--- config.mk ---
export PLATFORM = sky130hd
export DESIGN_NAME = midi_timecode_clock_generator_unit
export DESIGN_NICKNAME = d
export VERILOG_FILES = /design/src/rtl/core/mtcg_pkg.sv /design/src/rtl/core/midi_timecode_clock_generator_unit.sv
export SDC_FILE = /design/constraint.sdc
export NUM_CORES = 1
export LEC_CHECK = 0
export BUFFER_PORTS_ARGS = -buffer_cell sky130_fd_sc_hd__buf_2
export CAP_MARGIN = 10
export CORE_UTILIZATION = 54
export DETAILED_ROUTE_END_ITERATION = 7
export HOLD_SLACK_MARGIN = 0.05
export PLACE_DENSITY_LB_ADDON = 0.08
export SYNTH_ARGS = -nofsm -noshare
export SYNTH_HDL_FRONTEND = slang
export SYNTH_SLANG_ARGS = --single-unit
--- constraint.sdc ---
create_clock -name clk_i -period 5 [get_ports clk_i]
set_input_delay 1 -clock clk_i [delete_from_list [all_inputs] [get_ports clk_i]]
set_output_delay 1 -clock clk_i [all_outputs]
set_load 0.005 [all_outputs]
--- src/rtl/core/mtcg_pkg.sv ---
// ============================================================================
// mtcg_pkg: shared types and constants of the MIDI time code clock generator
// Action codes, transport events, sync modes and the fixed MIDI byte values.
// ============================================================================
package mtcg_pkg;

  // Default frame rate of the playhead
  localparam int unsigned FpsDefault = 24;

  // Input actions
  typedef enum logic [2:0] {
    ACT_TICK     = 3'd0,
    ACT_START    = 3'd1,
    ACT_STOP     = 3'd2,
    ACT_CONTINUE = 3'd3,
    ACT_LOCATE   = 3'd4
  } action_e;

  // Pending transport event
  typedef enum logic [2:0] {
    EV_NONE     = 3'd0,
    EV_START    = 3'd1,
    EV_STOP     = 3'd2,
    EV_CONTINUE = 3'd3,
    EV_LOCATE   = 3'd4
  } event_e;

  // Sync mode register values
  typedef enum logic [1:0] {
    SYNC_NONE  = 2'd0,
    SYNC_CLOCK = 2'd1,
    SYNC_MTC   = 2'd2,
    SYNC_RSVD  = 2'd3
  } sync_e;

  // Message being sent on the output
  typedef enum logic [1:0] {
    MSG_ONE  = 2'd0,
    MSG_QF   = 2'd1,
    MSG_FULL = 2'd2
  } msg_e;

  // MIDI status bytes
  localparam logic [7:0] MidiQuarterFrame = 8'hf1;
  localparam logic [7:0] MidiSongPos      = 8'hf2;
  localparam logic [7:0] MidiClock        = 8'hf8;
  localparam logic [7:0] MidiStart        = 8'hfa;
  localparam logic [7:0] MidiContinue     = 8'hfb;
  localparam logic [7:0] MidiStop         = 8'hfc;
  localparam logic [7:0] MidiSysexEnd     = 8'hf7;

  // Full-frame SysEx header
  localparam int unsigned SysexHeadLen = 5;
  localparam logic [7:0] SysexHead [SysexHeadLen] = '{8'hf0, 8'h7f, 8'h7f, 8'h01, 8'h01};

  // Message lengths, as index of the final byte
  localparam logic [3:0] LastIdxOne  = 4'd0;
  localparam logic [3:0] LastIdxQf   = 4'd1;
  localparam logic [3:0] LastIdxFull = 4'd9;

  // Time limits
  localparam logic [4:0] HoursMax   = 5'd23;
  localparam logic [5:0] MinutesMax = 6'd59;
  localparam logic [5:0] SecondsMax = 6'd59;
  localparam logic [4:0] HoursWrap  = 5'd24;
  localparam logic [5:0] SixtyWrap  = 6'd60;

  // MTC rate code for a frame rate
  function automatic logic [1:0] rate_code(input int unsigned fps);
    logic [1:0] code;
    case (fps)
      25:      code = 2'd1;
      29:      code = 2'd2;
      30:      code = 2'd3;
      default: code = 2'd0;
    endcase
    return code;
  endfunction

endpackage

--- src/rtl/core/midi_timecode_clock_generator_unit.sv ---
// ============================================================================
// midi_timecode_clock_generator_unit: MTC quarter-frame / MIDI clock master
// Turns transport actions and timer ticks into a stream of MIDI bytes.
// ============================================================================
// An input transfer updates the transport state in the cycle it is taken and,
// for a tick, loads the message it causes into the output stage. Actions that
// send nothing do not occupy the output stage. A message is 1 byte in clock
// mode, 2 for a quarter frame, 10 for a full-frame SysEx, at one byte per
// cycle while out_ready_i is high. The next input is taken in the same cycle
// as the final byte of the previous message, so back-to-back messages leave
// no gap. No clearing pass runs after reset.
module midi_timecode_clock_generator_unit
  import mtcg_pkg::*;
#(
  parameter int unsigned FramesPerSecond = FpsDefault
) (
  input  logic       clk_i,
  input  logic       rst_ni,
  // configuration
  input  logic       cfg_we_i,
  input  logic [1:0] cfg_wdata_i,
  // input channel
  input  logic       in_valid_i,
  output logic       in_ready_o,
  input  logic [2:0] action_i,
  input  logic [4:0] hours_i,
  input  logic [5:0] minutes_i,
  input  logic [5:0] seconds_i,
  input  logic [4:0] frames_i,
  // output channel
  output logic       out_valid_o,
  input  logic       out_ready_i,
  output logic [7:0] midi_byte_o,
  output logic       last_byte_o
);

  localparam logic [4:0] FrameMax  = 5'(FramesPerSecond - 1);
  localparam logic [5:0] FrameWrap = 6'(FramesPerSecond);
  localparam logic [1:0] RateCode  = rate_code(FramesPerSecond);

  // Transport state
  sync_e      sync_q;
  event_e     pend_q, pend_d;
  logic [4:0] hours_q, hours_d;
  logic [5:0] minutes_q, minutes_d;
  logic [5:0] seconds_q, seconds_d;
  logic [4:0] frames_q, frames_d;
  logic [2:0] qidx_q, qidx_d;

  // Output stage
  logic       busy_q, busy_d;
  msg_e       kind_q, kind_d;
  logic [3:0] idx_q, idx_d;
  logic [7:0] ba_q, ba_d;      // single byte, quarter-frame byte or hours byte
  logic [5:0] bmin_q, bmin_d;
  logic [5:0] bsec_q, bsec_d;
  logic [4:0] bfrm_q, bfrm_d;

  logic       in_xfer, out_xfer, is_last;
  logic [3:0] last_idx;

  // Tick helpers
  logic [4:0] eh;
  logic [5:0] em, es;
  logic [4:0] ef;
  logic [3:0] nib;
  logic [5:0] fsum;
  logic [5:0] sec_inc, min_inc;
  logic [4:0] hr_inc;
  logic       c_sec, c_min, c_hr;
  logic [2:0] qnext;
  logic       emit;

  // Handshake
  always_comb begin
    case (kind_q)
      MSG_QF:   last_idx = LastIdxQf;
      MSG_FULL: last_idx = LastIdxFull;
      default:  last_idx = LastIdxOne;
    endcase
  end

  assign is_last     = (idx_q == last_idx);
  assign out_valid_o = busy_q;
  assign out_xfer    = busy_q & out_ready_i;
  assign in_ready_o  = ~busy_q | (out_ready_i & is_last);
  assign in_xfer     = in_valid_i & in_ready_o;
  assign last_byte_o = is_last;

  // Byte select for the current position in the message
  always_comb begin
    midi_byte_o = ba_q;
    case (kind_q)
      MSG_QF:   midi_byte_o = (idx_q == 4'd0) ? MidiQuarterFrame : ba_q;
      MSG_FULL: begin
        case (idx_q)
          4'd0, 4'd1, 4'd2, 4'd3, 4'd4: midi_byte_o = SysexHead[3'(idx_q)];
          4'd5:    midi_byte_o = ba_q;
          4'd6:    midi_byte_o = {2'b00, bmin_q};
          4'd7:    midi_byte_o = {2'b00, bsec_q};
          4'd8:    midi_byte_o = {3'b000, bfrm_q};
          default: midi_byte_o = MidiSysexEnd;
        endcase
      end
      default:  midi_byte_o = ba_q;
    endcase
  end

  // Quarter-frame playhead: cleared when a start is pending
  always_comb begin
    if (pend_q == EV_START) begin
      eh = '0; em = '0; es = '0; ef = '0;
    end else begin
      eh = hours_q; em = minutes_q; es = seconds_q; ef = frames_q;
    end
  end

  // Quarter-frame nibble
  always_comb begin
    case ((pend_q == EV_START) ? 3'd0 : qidx_q)
      3'd0:    nib = ef[3:0];
      3'd1:    nib = {3'b000, ef[4]};
      3'd2:    nib = es[3:0];
      3'd3:    nib = {2'b00, es[5:4]};
      3'd4:    nib = em[3:0];
      3'd5:    nib = {2'b00, em[5:4]};
      3'd6:    nib = eh[3:0];
      default: nib = {1'b0, RateCode, eh[4]};
    endcase
  end

  // Two-frame advance with carries
  always_comb begin
    fsum    = {1'b0, ef} + 6'd2;
    c_sec   = (fsum >= FrameWrap);
    sec_inc = es + {5'd0, c_sec};
    c_min   = (sec_inc >= SixtyWrap);
    min_inc = em + {5'd0, c_min};
    c_hr    = (min_inc >= SixtyWrap);
    hr_inc  = eh + {4'd0, c_hr};
  end

  assign qnext = ((pend_q == EV_START) ? 3'd0 : qidx_q) + 3'd1;

  // Transport next state and message load
  always_comb begin
    pend_d    = pend_q;
    hours_d   = hours_q;
    minutes_d = minutes_q;
    seconds_d = seconds_q;
    frames_d  = frames_q;
    qidx_d    = qidx_q;
    emit      = 1'b0;
    kind_d    = kind_q;
    ba_d      = ba_q;
    bmin_d    = bmin_q;
    bsec_d    = bsec_q;
    bfrm_d    = bfrm_q;
    if (in_xfer) begin
      case (action_e'(action_i))
        ACT_TICK: begin
          if (sync_q == SYNC_MTC) begin
            if (pend_q == EV_LOCATE) begin
              emit   = 1'b1;
              kind_d = MSG_FULL;
              ba_d   = {1'b0, RateCode, hours_q};
              bmin_d = minutes_q;
              bsec_d = seconds_q;
              bfrm_d = frames_q;
              pend_d = EV_STOP;
            end else if (pend_q != EV_STOP) begin
              emit   = 1'b1;
              kind_d = MSG_QF;
              ba_d   = {1'b0, ((pend_q == EV_START) ? 3'd0 : qidx_q), nib};
              if (pend_q == EV_START) pend_d = EV_CONTINUE;
              qidx_d    = qnext;
              hours_d   = eh;
              minutes_d = em;
              seconds_d = es;
              frames_d  = ef;
              if (qnext == 3'd0) begin
                frames_d  = c_sec ? 5'(fsum - FrameWrap) : fsum[4:0];
                seconds_d = c_min ? 6'd0 : sec_inc;
                minutes_d = c_hr ? 6'd0 : min_inc;
                hours_d   = (hr_inc >= HoursWrap) ? 5'd0 : hr_inc;
              end
            end
          end else if (sync_q == SYNC_CLOCK) begin
            emit   = 1'b1;
            kind_d = MSG_ONE;
            case (pend_q)
              EV_START:    ba_d = MidiStart;
              EV_STOP:     ba_d = MidiStop;
              EV_CONTINUE: ba_d = MidiContinue;
              EV_LOCATE:   ba_d = MidiSongPos;
              default:     ba_d = MidiClock;
            endcase
            pend_d = EV_NONE;
          end
        end
        ACT_START:    pend_d = EV_START;
        ACT_STOP:     pend_d = EV_STOP;
        ACT_CONTINUE: pend_d = EV_CONTINUE;
        ACT_LOCATE: begin
          hours_d   = (hours_i > HoursMax) ? HoursMax : hours_i;
          minutes_d = (minutes_i > MinutesMax) ? MinutesMax : minutes_i;
          seconds_d = (seconds_i > SecondsMax) ? SecondsMax : seconds_i;
          frames_d  = (frames_i > FrameMax) ? FrameMax : frames_i;
          qidx_d    = '0;
          if (sync_q == SYNC_MTC) pend_d = EV_LOCATE;
        end
        default: ;
      endcase
    end
  end

  // Output sequencer
  always_comb begin
    busy_d = busy_q;
    idx_d  = idx_q;
    if (out_xfer) begin
      if (is_last) busy_d = 1'b0;
      else idx_d = idx_q + 4'd1;
    end
    if (emit) begin
      busy_d = 1'b1;
      idx_d  = '0;
    end
  end

  // Control registers
  always_ff @(posedge clk_i or negedge rst_ni) begin
    if (!rst_ni) begin
      sync_q    <= SYNC_NONE;
      pend_q    <= EV_NONE;
      hours_q   <= '0;
      minutes_q <= '0;
      seconds_q <= '0;
      frames_q  <= '0;
      qidx_q    <= '0;
      busy_q    <= 1'b0;
      idx_q     <= '0;
      kind_q    <= MSG_ONE;
    end else begin
      if (cfg_we_i) sync_q <= sync_e'(cfg_wdata_i);
      pend_q    <= pend_d;
      hours_q   <= hours_d;
      minutes_q <= minutes_d;
      seconds_q <= seconds_d;
      frames_q  <= frames_d;
      qidx_q    <= qidx_d;
      busy_q    <= busy_d;
      idx_q     <= idx_d;
      kind_q    <= kind_d;
    end
  end

  // Message payload
  always_ff @(posedge clk_i) begin
    ba_q   <= ba_d;
    bmin_q <= bmin_d;
    bsec_q <= bsec_d;
    bfrm_q <= bfrm_d;
  end

endmodule

After elaboration in Yosys (flattened, before gate mapping)
Memory sizes are Yosys's and may differ from the RTL's.
Cells that the tools add are included.
Storage, ports and cells
  bits in read-only memories: 64
  register bits: 62
  output and inout bits: 11
  input port bits: 32
  memories: 1
  logic and storage cells: 162
Cells by class
  add/sub/neg operators: 7
  equal/unequal tests: 37
  bitwise gates (word level): 6
  muxes and demuxes: 72
  reductions and logical operators: 16
  magnitude comparators: 9
Memories
  (no name shown): depth 8, bits a word 8, rd ports 1, clocked after Yosys merged registers in 0, wr ports 0, RTL line midi_timecode_clock_generator_unit.sv:97  | 4'd0, 4'd1, 4'd2, 4'd3, 4'd4: midi_byte_o = SysexHead[3'(idx_q)];
Operators by type and width (number)
  2-to-1 mux 6 bit: 14
  2-to-1 mux 5 bit: 14
  2-to-1 mux 8 bit: 7
  case mux 8 bit (5 select lines): 1
  2-to-1 mux 3 bit: 10
  case mux 4 bit (7 select lines): 1
  case mux 6 bit (2 select lines): 2
  case mux 5 bit (2 select lines): 2
  equality test 3 x 2 -> 1 bit (second input constant): 6
  equality test 4 x 3 -> 1 bit (second input constant): 4
  case mux 4 bit (4 select lines): 1
  case mux 8 bit (2 select lines): 1
  equality test 3 bit (second input constant): 5
  case mux 3 bit (5 select lines): 1
  adder 6 x 1 -> 6 bit: 2
  greater-or-equal comparator 6 bit (second input constant): 2
  greater-than comparator 6 bit (second input constant): 2
  2-to-1 mux 4 bit: 3
  greater-than comparator 5 bit (second input constant): 2
  equality test 3 x 1 -> 1 bit (second input constant): 3
  zero test 3 bit: 3
  2-to-1 mux 1 bit: 9
  equality test 4 x 2 -> 1 bit (second input constant): 2
  2-to-1 mux 2 bit: 4
  other kinds (32): 46

Logic depth before layout (Yosys ltp)
  word-level depth: 16
  mapped depth: 23
  depth with buffers taken out: 21

Worst setup path after synthesis
No wires, ideal clock.
  path kind: reg2reg
  start: register pend_q[1]
  end: register hours_q[0]
  library setup time: 0.130 ns
  clock period less this slack: 4.800 ns
  slack: 0.200 ns
  required time: 4.870 ns
  stages on the path, launching flop included: 24
  path buffers: 3
  data arrival time: 4.669 ns
  path through: dfrtp_1 -> or3b_1 -> buf_2 -> clkbuf_1 -> clkbuf_1 -> and3_1 -> ha_1 -> ha_1 -> xor2_1 -> nand3_1 -> or3_1 -> inv_1 -> ha_1 -> and3_2 -> mux2i_1 -> nand4_1 -> inv_1 -> ha_1 -> ha_1 -> a21bo_2 -> o22ai_1 -> o21ai_0 -> a31oi_1 -> o31ai_1
On the way
  word-level cells in the longest chain between the ends: 16
  elaborated cells on any way between the ends: 27
  classes of those cells: add/sub: 5; order compare: 4; eq/ne: 5; mux: 11; reduce/logical: 2
Ends and longest elaborated chain
  from (decl): RTL line midi_timecode_clock_generator_unit.sv:43  | event_e pend_q, pend_d;
  from (signal assigned): RTL line midi_timecode_clock_generator_unit.sv:246  | pend_q <= pend_d;
  equality test 3 x 1 -> 1 bit: RTL line midi_timecode_clock_generator_unit.sv:111, midi_timecode_clock_generator_unit.sv:143
  2-to-1 mux 5 bit: RTL line midi_timecode_clock_generator_unit.sv:111  | if (pend_q == EV_START) begin
  adder 5 x 2 -> 6 bit: RTL line midi_timecode_clock_generator_unit.sv:134  | fsum = {1'b0, ef} + 6'd2;
  greater-or-equal comparator 6 x 5 -> 1 bit: RTL line midi_timecode_clock_generator_unit.sv:135  | c_sec = (fsum >= FrameWrap);
  adder 6 x 1 -> 6 bit: RTL line midi_timecode_clock_generator_unit.sv:136  | sec_inc = es + {5'd0, c_sec};
  greater-or-equal comparator 6 bit: RTL line midi_timecode_clock_generator_unit.sv:137  | c_min = (sec_inc >= SixtyWrap);
  adder 6 x 1 -> 6 bit: RTL line midi_timecode_clock_generator_unit.sv:138  | min_inc = em + {5'd0, c_min};
  greater-or-equal comparator 6 bit: RTL line midi_timecode_clock_generator_unit.sv:139  | c_hr = (min_inc >= SixtyWrap);
  adder 5 x 1 -> 5 bit: RTL line midi_timecode_clock_generator_unit.sv:140  | hr_inc = eh + {4'd0, c_hr};
  greater-or-equal comparator 5 bit: RTL line midi_timecode_clock_generator_unit.sv:185  | hours_d = (hr_inc >= HoursWrap) ? 5'd0 : hr_inc;
  2-to-1 mux 5 bit: RTL line midi_timecode_clock_generator_unit.sv:185
  2-to-1 mux 5 bit: RTL line midi_timecode_clock_generator_unit.sv:181  | if (qnext == 3'd0) begin
  2-to-1 mux 5 bit: RTL line midi_timecode_clock_generator_unit.sv:171  | end else if (pend_q != EV_STOP) begin
  2-to-1 mux 5 bit: RTL line midi_timecode_clock_generator_unit.sv:163  | if (pend_q == EV_LOCATE) begin
  2-to-1 mux 5 bit: RTL line midi_timecode_clock_generator_unit.sv:162  | if (sync_q == SYNC_MTC) begin
  case mux 5 bit (2 select lines): RTL line midi_timecode_clock_generator_unit.sv:160  | case (action_e'(action_i))
  to (signal assigned): RTL line midi_timecode_clock_generator_unit.sv:247  | hours_q <= hours_d;
  to (decl): RTL line midi_timecode_clock_generator_unit.sv:44  | logic [4:0] hours_q, hours_d;
Several ways; a longest one is shown, not always the timed one. The select of a mux whose other input is x is not followed.
A chain may end at the register's enable or synchronous reset.

Worst setup path in the final report
  start: register pend_q[2]
  end: register hours_q[1]
Same word-level chain as after synthesis.

==> results.tsv <==
stage	metric	value	unit
run_status	status	finished clean	
clock_tree	root buffer cell	clkbuf_8	
logic_synthesis	asr flop ratio synth	59.7	%
power	power density cells	536	nW/um^2
logic_synthesis	synthesized cell area	4450	um^2
logic_synthesis	flops & latches, synth	62	
logic_synthesis	largest family of logic cells by synthesized area	compound AO/OA/AOI/OAI gates	
logic_synthesis	Avg Cell Area, Syn	8.93	um^2
logic_synthesis	top post-synthesis cells by area	dfrtp_1, edfxtp_1, ha_1, o21ai_0, nand2_1	
sta	RSZ-0062 raised after global routing	no	
worst_hold_path	hold-critical path endpoint	qidx_q[0]$_DFFE_PN0P_	
sta	Fin Hold WS	0.485	ns
placed_design	DP Area	4710	um^2
power	Peak supply drop	0.382	mV
sta	Final Max Tran Viols	0	
placed_design	Port Buffers	42	
logic_synthesis	Synth top area share	20.8	%
final_layout	sequential cell area	1680	um^2
clock_tree	total CTS buffers	9	
logic_synthesis	number of synthesized flops with an enable pin	25	
route	wire per inst	18.5	um
grt	initial antenna violation count	0	
sta	FMAX	214	MHz
final_layout	post-layout instance area	4890	um^2
worst_setup_path	CP Class	reg2reg	
worst_setup_path	Top delay family on crit path	simple AND/OR/NAND/NOR gates	
sta	skew final	0.0172	ns
route	Starting DRT DRC Count	360	
clock_tree	H-tree levels	3	
worst_hold_path	Hold Path Cell Cnt	2	
logic_synthesis	Yosys cell types	77	
clock_tree	Reg clk slew, reported paths	0.09	ns
worst_setup_path	Worst path most repeated cell	ha_1	
worst_setup_path	r2r setup slk	0.33	ns
sta	Hold Vio Cnt, Final	0	
final_layout	Post-Layout Cell Count	636	
worst_setup_path	worst r2r path cells	20	
route	DR pass1 iterations	5	
logic_synthesis	Synth Flop Type	dfrtp_1	
grt	first-pass GRT wire length	19.4	mm
power	Lkg Pwr	1.99	nW
logic_synthesis	Synth Area in Adders	6.18	%
sta	Slew headroom	27.9	%
final_layout	Filler cells	726	
final_layout	share of cells above drive strength 1	17.4	%
worst_setup_path	Critical Path Sink Type	flip-flop	
logic_synthesis	Syn Inst Count	499	
worst_setup_path	CP bufs+invs	2	
route	DR DRC count	0	
sta	final setup fails	0	
grt	number of global-route vias before repair	3869	
final_layout	footprint of the multi-input gates	2510	um^2
placed_design	gpl congestion	0.883	
worst_setup_path	slowest stage delay, CP	0.44	ns
route	Via Count	4089	
placed_design	pre-CTS WS	0.226	ns
logic_synthesis	post-synthesis mux area share	1.15	%
worst_setup_path	critical path cell sequence	or3b_1 -> and3_1 -> ha_1 -> ha_1 -> xor2_1 -> nand3_1 -> or3_1 -> inv_1 -> ha_1 -> and3_2 -> mux2i_1 -> nand4_1 -> inv_1 -> ha_1 -> ha_1 -> a21bo_2 -> o22ai_1 -> o21ai_0 -> a31oi_1 -> o31ai_1	
sta	worst slew pin tran	1.08	ns
clock_tree	Skew-Pair Late Insertion Delay	0.35	ns
sta	final setup margin	0.329	ns
floorplan	IO Pins	43	
grt	GRT Util Overall	29.4	%
sta	fin crit period	4.67	ns
worst_setup_path	startpoint types	flip-flop	
logic_synthesis	Syn Nets	553	
worst_setup_path	slowest CP cell	or3b_1	
sta	Final TNS setup	0	ns
clock_tree	Max Root-Sink Buffers	2	
placed_design	DP HPWL	8.49	mm
grt	overflow left after global routing	0	
worst_setup_path	Arr. time, crit path	4.90	ns
route	post-route ant nets	0	
logic_synthesis	dominant cell type by area after synthesis	dfrtp_1	
final_layout	Syn-to-layout area delta	9.75	%
floorplan	FP Rows	32	
clock_tree	clk sinks	62	
floorplan	Core Area	7850	um^2
grt	largest net degree at the start of global routing	38	
sta	crit share post-route	93.4	%
route	Via density	6.43	
clock_tree	CTS tree	built	
logic_synthesis	Synth Warn #	0	
floorplan	die area	8620	um^2
floorplan	Starting Density	56.8	%
worst_hold_path	worst hold path type	reg2reg	
placed_design	Post-Place Cells	619	
worst_setup_path	reg2reg start	pend_q[2]$_DFFE_PN0P_	
run	maxcap violations	0	
floorplan	Die Width	92.8	um
worst_setup_path	crit-path max FO	5	
floorplan	Die Y	92.8	um
logic_synthesis	simple-gate area share of the yosys netlist	19.1	%
route	WL final	11.8	mm
logic_synthesis	complex-gate fraction of the synthesized area	26.7	%
final_layout	ANT cells	0	
worst_hold_path	Hold Startpoint	qidx_q[0]$_DFFE_PN0P_	
worst_setup_path	Worst R2R End	hours_q[1]$_DFFE_PN0P_	
logic_synthesis	sequential area share after synthesis	37.6	%
final_layout	Final nets	583	
worst_setup_path	Worst Path Required	5.23	ns
clock_tree	hold_buf cts	0	
logic_synthesis	xor-xnor portion of the synthesized cell area	3.15	%
-- worst reg2reg max path, cell delays in order (launching register included) --
cell and delay, ns:
dfrtp_1 0.38, or3b_1 0.44, and3_1 0.20, ha_1 0.22, ha_1 0.26, xor2_1 0.23, nand3_1 0.10, or3_1 0.38
inv_1 0.08, ha_1 0.18, and3_2 0.20, mux2i_1 0.23, nand4_1 0.20, inv_1 0.10, ha_1 0.24, ha_1 0.25
a21bo_2 0.25, o22ai_1 0.19, o21ai_0 0.14, a31oi_1 0.21, o31ai_1 0.08
-- flip-flops by register name, indices dropped and copies added, names as in the netlist, 3 cells and up --
signal and flops:
pend_q 3, frames_q 5, bfrm_q 5, bmin_q 6
bsec_q 6, hours_q 5, minutes_q 6, seconds_q 6
ba_q 8, qidx_q 3, idx_q 4
-- synth_stat cells (3+ instances only) --
library cell,instances
a211oi_1,5
a21o_1,5
a21oi_1,28
a22oi_1,11
a31oi_1,10
a32oi_1,5
a41oi_1,3
and2_1,7
and3_1,10
buf_2,7
clkbuf_1,23
dfrtp_1,37
edfxtp_1,25
ha_1,22
inv_1,21
mux2i_1,4
nand2_1,49
nand2b_1,7
nand3_1,17
nand4_1,4
nor2_1,29
nor3_1,12
nor4_1,6
o211ai_1,6
o21ai_0,40
o22ai_1,11
o31ai_1,11
xnor2_1,7
xor2_1,4
-- stage by stage --
step | total power (W) | util (%)
floorplan | 0.00181 | -
global placement | 0.00219 | 60.0
detailed placement | 0.00221 | 60.0
CTS | 0.00261 | 62.2
global route | 0.00284 | 62.3
finish | 0.00262 | 62.3
-- cell type report --
cell class / count / share of cell area, %
clock buffer: 9 / 2.53
clock inverter: 7 / 1.02
inverter: 22 / 1.69
multi-input combinational: 378 / 51.4
sequential: 62 / 34.3
tap: 102 / 2.61
timing repair buffer: 56 / 6.45
-- what timing repair did --
item                                   4_1_cts  5_1_grt
buffers inserted                             0        1
setup endpoints to repair                    0        2
endpoints found under the hold margin        0        0
resized for setup                            0        0
-- cells in the final DEF, fill, tap and decap left out, drive strengths merged, types with 3 or more instances in the layout --
cell / instances
edfxtp: 25
o21ai: 41
inv: 22
a41oi: 4
and2: 8
dfrtp: 37
nor3: 13
a22oi: 11
a32oi: 5
ha: 22
nand3: 17
a31oi: 10
xor2: 5
clkinv: 4
buf: 56
o211ai: 6
nand2b: 7
o31ai: 11
o22ai: 11
or3b: 3
clkinvlp: 3
xnor2: 8
nor2: 29
a21oi: 28
a21o: 5
nand4: 4
a41o: 3
nand2: 49
nor4: 6
and3: 12
a211oi: 5
nor3b: 4
mux2i: 4
clkbuf: 9
-- logic make-up (layout without fill, tap and decap cells) --
group | count (synthesis) | in the layout
compound gates | 173 | 173
xor+xnor | 13 | 13
fa+ha+maj | 22 | 22
buf+inv | 59 | 94
flops | 62 | 62
mux | 5 | 5
simple gates | 165 | 165
-- worst max-delay path by stage --
stage / cells after the start / endpoint / startpoint / slack, ns
final: 20 / hours_q[1]$_DFFE_PN0P_ / pend_q[2]$_DFFE_PN0P_ / 0.33
after global routing: 20 / hours_q[0]$_DFFE_PN0P_ / pend_q[2]$_DFFE_PN0P_ / 0.04
after CTS: 20 / hours_q[1]$_DFFE_PN0P_ / pend_q[2]$_DFFE_PN0P_ / 0.23
after detailed placement: 20 / hours_q[1]$_DFFE_PN0P_ / pend_q[2]$_DFFE_PN0P_ / 0.23
after global placement: 20 / hours_q[0]$_DFFE_PN0P_ / pend_q[2]$_DFFE_PN0P_ / 0.45
after floorplan: 23 / hours_q[0]$_DFFE_PN0P_ / pend_q[1]$_DFFE_PN0P_ / 0.20
-- power by group --
part / internal [W] / switching (W) / total (W) / leakage, nW
Combinational: 0.000580 / 0.000761 / 0.00134 / 1.22
Clock: 0.000180 / 0.000215 / 0.000395 / 0.0816
Sequential: 0.000672 / 0.000215 / 0.000887 / 0.685
-- layer usage --
layer / global-route usage, % / vias to the layer above / part of all wire (%)
met1: 39.7 / 1932 / 45
met3: 4.68 / 21 / 7.7
met5: 0 / - / 0
met4: 10.0 / 0 / 1.7
met2: 47.7 / 187 / 46
li1: - / 1949 / -
No activity file was read; power rests on OpenSTA's default activity.
